`src/dvdp_pkg.sv`:
```
// Shared kind codes and term type for the dependence vector dot product.
package dvdp_pkg;

    localparam logic [2:0] KIND_EQ    = 3'd0;
    localparam logic [2:0] KIND_LT    = 3'd1;
    localparam logic [2:0] KIND_GT    = 3'd2;
    localparam logic [2:0] KIND_LEQ   = 3'd3;
    localparam logic [2:0] KIND_GEQ   = 3'd4;
    localparam logic [2:0] KIND_STAR  = 3'd5;
    localparam logic [2:0] KIND_EXACT = 3'd6;

    localparam int KIND_W     = 3;
    localparam int DIST_OUT_W = 32;
    localparam int COEF_W     = 16;
    // result_kind and result_distance padded to whole bytes
    localparam int OUT_TDATA_W = ((KIND_W + DIST_OUT_W + 7) / 8) * 8;

    typedef struct packed {
        logic [KIND_W-1:0]            kind;
        logic signed [DIST_OUT_W-1:0] distance;
    } term_t;

endpackage

```
`src/dependence_vector_dot_product.sv`:
```
// Top level: folds a dependence vector with a transformation row, one element a beat.
//
//  Channel | Dir | Beat contents
//  --------+-----+---------------------------------------------------------
//  s_axis  | in  | tdata: dep_dir, dep_dist, coef; tlast: last element
//  m_axis  | out | tdata: result_kind, result_distance (one beat per vector)
//
// One element a cycle unless a last element is held back: a beat lands in the
// input register, and in the next cycle the scaled term is formed and merged
// into the running kind and distance; the multiply, 33-bit add and lattice
// are combinational between the two. A result is registered when its last element leaves the input register.
// Reset sets the fold to exact distance zero and empties both registers.
// A full, unread result register holds back only a last element; other
// elements keep folding while the result waits.
module dependence_vector_dot_product #(
    parameter int DIST_WIDTH = 16
) (
    input  logic clk,
    input  logic rst_n,

    input  logic s_axis_tvalid,
    output logic s_axis_tready,
    // bits from 0 up: dep_dir[3], dep_dist[DIST_WIDTH], coef[16], zero pad
    input  logic [((DIST_WIDTH + 19 + 7) / 8) * 8 - 1:0] s_axis_tdata,
    input  logic s_axis_tlast,

    output logic m_axis_tvalid,
    input  logic m_axis_tready,
    // bits from 0 up: result_kind[3], result_distance[32], zero pad
    output logic [dvdp_pkg::OUT_TDATA_W-1:0] m_axis_tdata
);

    // input register
    logic                         in_valid_reg, in_valid_next;
    logic [2:0]                   in_dir_reg;
    logic signed [DIST_WIDTH-1:0] in_dist_reg;
    logic signed [15:0]           in_coef_reg;
    logic                         in_last_reg;
    logic                         in_take;
    logic                         in_go;

    // running fold
    logic [2:0]         run_kind_reg, run_kind_next;
    logic signed [31:0] run_dist_reg, run_dist_next;
    logic [2:0]         merge_kind;
    logic signed [31:0] merge_dist;
    logic signed [32:0] sum;
    logic signed [31:0] sum_sat;

    // result register
    logic                  out_valid_reg, out_valid_next;
    dvdp_pkg::term_t       out_reg;
    logic                  out_load;

    dvdp_pkg::term_t       term;

    // A last element may move on only when the result register is free
    // or being emptied in this cycle.
    assign in_go   = in_valid_reg && (!in_last_reg || !out_valid_reg || m_axis_tready);
    assign out_load = in_go && in_last_reg;
    assign in_take = s_axis_tvalid && s_axis_tready;
    assign s_axis_tready = !in_valid_reg || in_go;

    always_comb
    begin
        in_valid_next = in_valid_reg;
        if (in_take) begin
            in_valid_next = 1'b1;
        end else if (in_go) begin
            in_valid_next = 1'b0;
        end
    end

    always_ff @(posedge clk or negedge rst_n)
    begin
        if (!rst_n) begin
            in_valid_reg <= 1'b0;
        end else begin
            in_valid_reg <= in_valid_next;
        end
    end

    // capture the fields of an accepted beat; padding bits are dropped
    always_ff @(posedge clk)
    begin
        if (in_take) begin
            in_dir_reg  <= s_axis_tdata[2:0];
            in_dist_reg <= s_axis_tdata[3 +: DIST_WIDTH];
            in_coef_reg <= s_axis_tdata[3 + DIST_WIDTH +: 16];
            in_last_reg <= s_axis_tlast;
        end
    end

    dvdp_term #(
        .DIST_WIDTH (DIST_WIDTH)
    ) u_term (
        .dep_dir  (in_dir_reg),
        .dep_dist (in_dist_reg),
        .coef     (in_coef_reg),
        .term     (term)
    );

    // running sum of exact distances, clamped to the signed 32-bit range
    assign sum = 33'(run_dist_reg) + 33'(term.distance);
    always_comb
    begin
        if (sum[32] == sum[31]) begin
            sum_sat = sum[31:0];
        end else if (sum[32]) begin
            sum_sat = 32'sh8000_0000;
        end else begin
            sum_sat = 32'sh7fff_ffff;
        end
    end

    // Direction lattice: eq is neutral, star absorbs, exact distances add,
    // and a signed distance can tighten leq/geq or contradict lt/gt.
    always_comb
    begin
        merge_kind = run_kind_reg;
        merge_dist = run_dist_reg;
        unique case (run_kind_reg)
            dvdp_pkg::KIND_LT:
            begin
                if (term.kind == dvdp_pkg::KIND_EXACT) begin
                    if (term.distance < 0) merge_kind = dvdp_pkg::KIND_STAR;
                end else if (term.kind == dvdp_pkg::KIND_GT || term.kind == dvdp_pkg::KIND_GEQ
                             || term.kind == dvdp_pkg::KIND_STAR) begin
                    merge_kind = dvdp_pkg::KIND_STAR;
                end
            end
            dvdp_pkg::KIND_GT:
            begin
                if (term.kind == dvdp_pkg::KIND_EXACT) begin
                    if (term.distance > 0) merge_kind = dvdp_pkg::KIND_STAR;
                end else if (term.kind == dvdp_pkg::KIND_LT || term.kind == dvdp_pkg::KIND_LEQ
                             || term.kind == dvdp_pkg::KIND_STAR) begin
                    merge_kind = dvdp_pkg::KIND_STAR;
                end
            end
            dvdp_pkg::KIND_LEQ:
            begin
                if (term.kind == dvdp_pkg::KIND_LT) begin
                    merge_kind = dvdp_pkg::KIND_LT;
                end else if (term.kind == dvdp_pkg::KIND_EXACT) begin
                    if (term.distance > 0) begin
                        merge_kind = dvdp_pkg::KIND_STAR;
                    end else if (term.distance < 0) begin
                        merge_kind = dvdp_pkg::KIND_LT;
                    end
                end else if (term.kind == dvdp_pkg::KIND_GT || term.kind == dvdp_pkg::KIND_GEQ
                             || term.kind == dvdp_pkg::KIND_STAR) begin
                    merge_kind = dvdp_pkg::KIND_STAR;
                end
            end
            dvdp_pkg::KIND_GEQ:
            begin
                if (term.kind == dvdp_pkg::KIND_GT) begin
                    merge_kind = dvdp_pkg::KIND_GT;
                end else if (term.kind == dvdp_pkg::KIND_EXACT) begin
                    if (term.distance < 0) begin
                        merge_kind = dvdp_pkg::KIND_STAR;
                    end else if (term.distance > 0) begin
                        merge_kind = dvdp_pkg::KIND_GT;
                    end
                end else if (term.kind == dvdp_pkg::KIND_LT || term.kind == dvdp_pkg::KIND_LEQ
                             || term.kind == dvdp_pkg::KIND_STAR) begin
                    merge_kind = dvdp_pkg::KIND_STAR;
                end
            end
            dvdp_pkg::KIND_EXACT:
            begin
                if (term.kind == dvdp_pkg::KIND_EXACT) begin
                    merge_dist = sum_sat;
                end else if (term.kind != dvdp_pkg::KIND_EQ) begin
                    merge_kind = term.kind;
                    merge_dist = '0;
                end
            end
            dvdp_pkg::KIND_EQ:
            begin
                merge_kind = term.kind;
                merge_dist = (term.kind == dvdp_pkg::KIND_EXACT) ? term.distance : '0;
            end
            default:
            begin
                merge_kind = dvdp_pkg::KIND_STAR;
            end
        endcase
    end

    // advance the fold on every element that moves on but a last one, which restarts it
    always_comb
    begin
        run_kind_next = run_kind_reg;
        run_dist_next = run_dist_reg;
        if (in_go) begin
            if (in_last_reg) begin
                run_kind_next = dvdp_pkg::KIND_EXACT;
                run_dist_next = '0;
            end else begin
                run_kind_next = merge_kind;
                run_dist_next = merge_dist;
            end
        end
    end

    always_ff @(posedge clk or negedge rst_n)
    begin
        if (!rst_n) begin
            run_kind_reg <= dvdp_pkg::KIND_EXACT;
            run_dist_reg <= '0;
        end else begin
            run_kind_reg <= run_kind_next;
            run_dist_reg <= run_dist_next;
        end
    end

    // result register: load on a last element, drop once the beat is taken
    always_comb
    begin
        out_valid_next = out_valid_reg;
        if (out_load) begin
            out_valid_next = 1'b1;
        end else if (m_axis_tready) begin
            out_valid_next = 1'b0;
        end
    end

    always_ff @(posedge clk or negedge rst_n)
    begin
        if (!rst_n) begin
            out_valid_reg <= 1'b0;
        end else begin
            out_valid_reg <= out_valid_next;
        end
    end

    // a direction kind reports distance zero
    always_ff @(posedge clk)
    begin
        if (out_load) begin
            out_reg.kind     <= merge_kind;
            out_reg.distance <= (merge_kind == dvdp_pkg::KIND_EXACT) ? merge_dist : '0;
        end
    end

    assign m_axis_tvalid = out_valid_reg;
    assign m_axis_tdata  = dvdp_pkg::OUT_TDATA_W'({out_reg.distance, out_reg.kind});

endmodule

```
`src/dvdp_term.sv`:
```
// Element product: one dependence element scaled by one row coefficient.
module dvdp_term #(
    parameter int DIST_WIDTH = 16
) (
    input  logic [2:0]                   dep_dir,
    input  logic signed [DIST_WIDTH-1:0] dep_dist,
    input  logic signed [15:0]           coef,
    output dvdp_pkg::term_t              term
);

    localparam int PROD_W = DIST_WIDTH + dvdp_pkg::COEF_W;

    logic signed [PROD_W-1:0] prod;
    logic signed [31:0]       prod_sat;
    logic [2:0]               kind_in;

    assign prod = PROD_W'(dep_dist) * PROD_W'(coef);

    generate
        if (PROD_W > 32) begin : g_sat
            logic [PROD_W-32:0] upper;
            assign upper = prod[PROD_W-1:31];
            always_comb
            begin
                if ((&upper) || !(|upper)) begin
                    prod_sat = prod[31:0];
                end else if (prod[PROD_W-1]) begin
                    prod_sat = 32'sh8000_0000;
                end else begin
                    prod_sat = 32'sh7fff_ffff;
                end
            end
        end else begin : g_fit
            assign prod_sat = 32'(prod);
        end
    endgenerate

    // code seven carries no meaning: treat as star
    assign kind_in = (dep_dir == 3'd7) ? dvdp_pkg::KIND_STAR : dep_dir;

    always_comb
    begin
        term.kind     = kind_in;
        term.distance = '0;
        if (coef == '0) begin
            term.kind = dvdp_pkg::KIND_EQ;
        end else if (kind_in == dvdp_pkg::KIND_EXACT) begin
            term.distance = prod_sat;
        end else if (coef[15]) begin
            unique case (kind_in)
                dvdp_pkg::KIND_LT:  term.kind = dvdp_pkg::KIND_GT;
                dvdp_pkg::KIND_GT:  term.kind = dvdp_pkg::KIND_LT;
                dvdp_pkg::KIND_LEQ: term.kind = dvdp_pkg::KIND_GEQ;
                dvdp_pkg::KIND_GEQ: term.kind = dvdp_pkg::KIND_LEQ;
                default:            term.kind = kind_in;
            endcase
        end
    end

endmodule
```
`config.mk`:
```
export PLATFORM = sky130hd
export DESIGN_NAME = dependence_vector_dot_product
export DESIGN_NICKNAME = d
export VERILOG_FILES = /design/src/dvdp_pkg.sv /design/src/dependence_vector_dot_product.sv /design/src/dvdp_term.sv
export SDC_FILE = /design/constraint.sdc
export NUM_CORES = 1
export LEC_CHECK = 0
export ABC_AREA = 1
export BUFFER_PORTS_ARGS = -buffer_cell sky130_fd_sc_hd__buf_2
export CORE_MARGIN = 5
export CORE_UTILIZATION = 45
export CTS_CLUSTER_DIAMETER = 60
export DETAILED_ROUTE_END_ITERATION = 8
export PLACE_DENSITY = 0.68
export SLEW_MARGIN = 30
export SYNTH_ARGS = -nofsm -noshare
export SYNTH_HDL_FRONTEND = slang
export SYNTH_HIERARCHICAL = 1
export SYNTH_SLANG_ARGS = --single-unit
```
`constraint.sdc`:
```
create_clock -name clk -period 26 [get_ports clk]
set_input_delay 7.8 -clock clk [delete_from_list [all_inputs] [get_ports clk]]
set_output_delay 7.8 -clock clk [all_outputs]
set_load 0.005 [all_outputs]
```
==> flow_metrics.env, run 1 <==
export IMPL_portBuffers=76
export IMPL_cts_tree="done"
export IMPL_track_usage=0.229
export IMPL_vias_per_cell=5.07
export IMPL_ys_async_sr_fraction=0.343
export IMPL_hp_class="reg -> reg"
export IMPL_drt_initial_drc_count=1118
export IMPL_antenna_cells=0
export IMPL_post_cts_resized=0
export IMPL_gp_congestion=0.948
export IMPL_yosysTopAreaCell="fa_1"
export IMPL_worstPathMaxFanout=3
export IMPL_fin_nets=3127
export IMPL_ys_seq_area_frac=0.160
export IMPL_clock_root_buffer="clkbuf_16"
export IMPL_die_area_um2=46800
export IMPL_cp_common_cell="buf_2"
export IMPL_antenna_found_initial=0
export IMPL_synth_edf_count=71
export IMPL_cp_start_kind="input port"
export IMPL_clock_skew_ns=0.0346
export IMPL_critPathTopFamily="buffers and inverters"
export IMPL_crit_chain="buf_2 > inv_1 > nand4_1 > buf_2"
export IMPL_clkTransAtPathRegs_ns=0.08
export IMPL_min_period_ns=16.05
export IMPL_grt_pass1_vias=16800
export IMPL_maxCapViolations=0
export IMPL_drt_wl_total_um=52600
export IMPL_slew_headroom=0.323
export IMPL_drive_gt1_frac=0.0757
export IMPL_ys_seq_elements=108
export IMPL_path_class="in -> out"
export IMPL_synth_area_leaders="fa_1 27%, nand2_1 17%, inv_1 13%"
export IMPL_postCtsSetupBuffers=0
export IMPL_drtPass1Iterations=7
export IMPL_drc=0
export IMPL_rows=75
export IMPL_grt_max_degree=52
export IMPL_syn_avg_cell_area_um2=7.10
export IMPL_synth_distinct_cells=51
export IMPL_syn_cell_area_um2=19200
export IMPL_cp_slowest_stage_delay_ns=0.16
export IMPL_io_pins=87
export IMPL_tightest_slew_ns=1.01
export IMPL_r2r_setup_slack_ns=15.16
export IMPL_synth_top_flop_cell="edfxtp_1"
export IMPL_cp_arrival_ns=8.25
export IMPL_synth_warnings=6
export IMPL_finalHoldViolCount=0
export IMPL_cts_buffers=9
export IMPL_ctsHoldBuffers=0
export IMPL_ant_nets=0
export IMPL_slowest_stage="buf_2"
export IMPL_finalSetupViolCount=0
export IMPL_wl_per_cell_um=16.2
export IMPL_synthDominantCellAreaShare=0.275
export IMPL_critPathCaptureType="output port"
export IMPL_syn_inst=2698
export IMPL_timing_final_crit_share=0.617
export IMPL_start_util=0.456
export IMPL_cp_required_ns=18.20
export IMPL_num_vias=16500
export IMPL_overflow=0
export IMPL_grt_pass1_wl_um=86000
export IMPL_die_height_um=216
export IMPL_crit_buf_inv=3
export IMPL_run_status="complete, no violations"
export IMPL_largest_reg_flops=35
export IMPL_final_max_slew_viol_count=0
export IMPL_die_width_um=216
export IMPL_setup_tns_ns=0
export IMPL_clock_path_buffers=2
export IMPL_synth_most_common_cell="nand2_1"
export IMPL_htreeDepth=3
export IMPL_syn_to_final_growth_pct=5.25
export IMPL_rsz0062_at_grt="no"
export IMPL_synthTopCellsByCount="866 x nand2_1, 648 x inv_1, 263 x fa_1"
export IMPL_fmax_ghz=0.0623
export IMPL_cts_sinks=108
export IMPL_hpwl_um=41800
export IMPL_core_area_um2=42000
export IMPL_clock_latency_ns=0.41
==> cells by family (layout without fill, tap and decap cells) <==
family | after synthesis | after routing | synth area share
simple gates | 1249 | 1249 | 0.270
buf+inv | 761 | 767 | 0.155
flops | 108 | 108 | 0.160
compound gates | 192 | 192 | 0.0612
fa+ha+maj | 379 | 379 | 0.350
xor+xnor | 8 | 8 | 0.00366
other cells | 1 | 5 | 0.000196
==> final timing paths <==
kind                       cells after the start            start               end
setup / recovery                               4    m_axis_tready     s_axis_tready
hold / removal                                 2    m_axis_tvalid     m_axis_tvalid
setup reg to reg                              37  in_dist_reg[15]  m_axis_tdata[26]
hold reg to reg                                2    m_axis_tvalid     m_axis_tvalid
max in group asynchronous                      1            rst_n   run_kind_reg[0]
min in group asynchronous                      1            rst_n   run_dist_reg[9]
==> tightest hold or removal path, delay by kind of cell, from the launching register on <==
| family | cells | cell delay, ns |
|---|---|---|
| DFF | 1 | 0.39 |
| and+or+nand+nor | 2 | 0.13 |
==> metal layers <==
layer | global-route usage | part of all wire
met5 | 0 | 0
met4 | 0.0846 | 0.036
met3 | 0.0519 | 0.072
met2 | 0.370 | 0.46
met1 | 0.304 | 0.43
==> through the flow <==
step / hold WS [ns] / cell area (um^2) / util / setup slack [ns] / cells
finish: 0.540 / 20200 / 0.480 / 9.95 / 3247
CTS: 0.543 / 20200 / 0.480 / 9.95 / 3246
global route: 0.571 / 20200 / 0.480 / 9.88 / 3247
floorplan: 0.498 / 19200 / - / 10.21 / 2702
global placement: 0.516 / 19900 / 0.472 / 9.96 / 3230
detailed placement: 0.519 / 19900 / 0.472 / 9.95 / 3230
==> area by class of cell <==
cell class	instances	area (um^2)
inverter	665	2500
clock buffer	9	225
multi-input combinational	1833	13200
clock inverter	7	77.6
sequential	108	3060
fill	4202	21900
tap	539	674
timing repair buffer	86	462
==> cell usage in the layout (no fill, tap or decap), types with 3 or more instances in the layout <==
master	instances
xor2_1	4
and2_1	4
edfxtp_1	71
dfrtp_1	35
inv_1	648
conb_1	5
o21ai_0	51
o22ai_1	3
nand3b_1	4
buf_4	10
o21ai_1	5
fa_1	263
o21ai_2	8
a21oi_1	61
clkbuf_16	9
inv_2	16
o21a_1	4
nor2_2	11
xnor2_1	4
nor2_4	10
o21bai_1	17
nand2_1	866
a22oi_1	25
a31oi_1	3
ha_1	116
buf_2	75
nand4_1	20
nand2_2	23
a21oi_2	6
nand3_1	96
nor3_1	8
nand3_2	9
nor2_1	181
or2_2	10
Power of run 1 is left out: the tool's default activity adds up to more than one toggle a clock period on the data nets, which glitch-free logic cannot reach.
==> run 2, diff against run 1 <==
Settings changed: PLACE_DENSITY 0.68 to 0.71.
Clock period 26 ns to 14.5 ns, I/O delays scaled along.
==> run 2 against run 1 <==
  * Final area barely moved
  * Sequential share of layout area about the same
  * Die area is the same
  * First-iteration DRC count up 14%
  * Global-route usage hardly changed
  * Critical path type is now reg -> reg
  * Critical endpoint is now m_axis_tdata[26]
==> flow_metrics.env, run 2 (synthesized netlist as in run 1, its figures left out) <==
export IMPL_slowest_stage="edfxtp_1"
export IMPL_maxCapViolations=0
export IMPL_track_usage=0.230
export IMPL_clkTransAtPathRegs_ns=0.09
export IMPL_num_vias=16700
export IMPL_rsz0062_at_grt="no"
export IMPL_rows=75
export IMPL_drc=0
export IMPL_drt_wl_total_um=52100
export IMPL_hpwl_um=41400
export IMPL_met2_usage=0.378
export IMPL_vias_per_cell=5.14
export IMPL_grt_pass1_wl_um=86900
export IMPL_wl_per_cell_um=16.1
export IMPL_worstPathMaxFanout=27
export IMPL_syn_to_final_growth_pct=5.27
export IMPL_holdPathStages=2
export IMPL_finalHoldViolCount=0
export IMPL_start_util=0.456
export IMPL_gp_congestion=0.953
export IMPL_final_max_slew_viol_count=0
export IMPL_antenna_found_initial=0
export IMPL_slew_headroom=0.339
export IMPL_ctsHoldBuffers=0
export IMPL_use_met1=0.318
export IMPL_grt_max_degree=52
export IMPL_clock_skew_ns=0.0278
export IMPL_cp_slowest_stage_delay_ns=0.92
export IMPL_critPathCaptureType="flip-flop"
export IMPL_drt_initial_drc_count=1276
export IMPL_die_width_um=216
export IMPL_drtPass1Iterations=6
export IMPL_fill_cells=4162
export IMPL_die_area_um2=46800
export IMPL_cts_sinks=108
export IMPL_run_status="complete, no violations"
export IMPL_overflow=0
export IMPL_final_util=0.480
export IMPL_ff2ff_path_depth=37
export IMPL_finalSetupViolCount=0
export IMPL_grt_pass1_vias=17100
export IMPL_portBuffers=76
export IMPL_post_cts_resized=0
export IMPL_postCtsSetupBuffers=0
export IMPL_cp_start_kind="flip-flop"
export IMPL_cp_common_cell="nand2_1"
export IMPL_cp_required_ns=14.60
export IMPL_cts_buffers=9
export IMPL_cp_arrival_ns=10.36
export IMPL_drive_gt1_frac=0.0757
export IMPL_final_common_cell="nand2_1"
export IMPL_antenna_cells=0
export IMPL_clock_root_buffer="clkbuf_16"
export IMPL_path_class="reg -> reg"
export IMPL_grt_use_met3=0.0342
export IMPL_fmax_ghz=0.0975
export IMPL_core_area_um2=42000
export IMPL_setup_tns_ns=0
export IMPL_timing_final_crit_share=0.707
export IMPL_hp_class="reg -> reg"
export IMPL_clock_path_buffers=2
export IMPL_die_height_um=216
export IMPL_final_cell_mix="866 x nand2_1, 647 x inv_1, 263 x fa_1, 181 x nor2_1, 116 x ha_1"
export IMPL_min_period_ns=10.25
export IMPL_clock_latency_ns=0.41
export IMPL_cts_tree="done"
export IMPL_ant_nets=0
export IMPL_htreeDepth=3
export IMPL_io_pins=87
export IMPL_fin_nets=3126
export IMPL_grt_busiest_layer="met2"
export IMPL_largest_reg_flops=35
export IMPL_tightest_slew_ns=0.989
-- run 2: changes by cell type in the layout (fill, tap and decap cells not counted) --
cell and change:
inv_8 -2, buf_6 -1, clkinv_8 +1, inv_1 -1, inv_12 +1, inv_6 +1
-- run 2: final cells by class --
type                       instances  area (um^2)  share of cell area
clock buffer                       9          225              0.0112
clock inverter                     7         91.3             0.00453
sequential                       108         3060               0.152
inverter                         665         2500               0.124
tap                              539          674              0.0334
timing repair buffer              85          450              0.0223
multi-input combinational       1833        13200               0.653
-- run 2: through the flow --
| stage | hold WS, ns | area (um^2) | setup slack [ns] | std cells |
|---|---|---|---|---|
| 6_report | 0.544 | 20200 | 4.25 | 3246 |
| 5_1_grt | 0.568 | 20200 | 3.68 | 3246 |
| 2_1_floorplan | 0.498 | 19200 | 5.61 | 2702 |
| 4_1_cts | 0.546 | 20200 | 3.86 | 3246 |
| 3_5_place_dp | 0.525 | 19900 | 3.95 | 3230 |
| 3_3_place_gp | 0.516 | 19900 | 4.07 | 3230 |
-- run 2: critical path, delay by kind of cell, from the launching register on --
| family | cells | cell delay (ns) |
|---|---|---|
| compound gates | 6 | 1.12 |
| xor+xnor | 1 | 0.20 |
| fa+ha+maj | 9 | 4.61 |
| buf+inv | 6 | 0.78 |
| flops | 1 | 0.92 |
| simple gates | 15 | 2.30 |
-- run 2: path summary, 6_finish.rpt --
check / from / end / slack (ns)
max: in_coef_reg[4] / m_axis_tdata[26] / 4.25
min: m_axis_tvalid / m_axis_tvalid / 0.54
max reg2reg: in_coef_reg[4] / m_axis_tdata[26] / 4.25
min reg2reg: m_axis_tvalid / m_axis_tvalid / 0.54
max in group asynchronous: rst_n / in_valid_reg / 10.18
min in group asynchronous: rst_n / run_dist_reg[10] / 3.92
-- run 2: metal layers --
layer	vias up	wire, um	part of all wire
met5	-	0	0
met4	0	1310	0.025
met3	90	3310	0.064
met2	563	24100	0.46
met1	8052	23400	0.45
li1	7968	-	-
Power of run 2 is left out for the same reason.
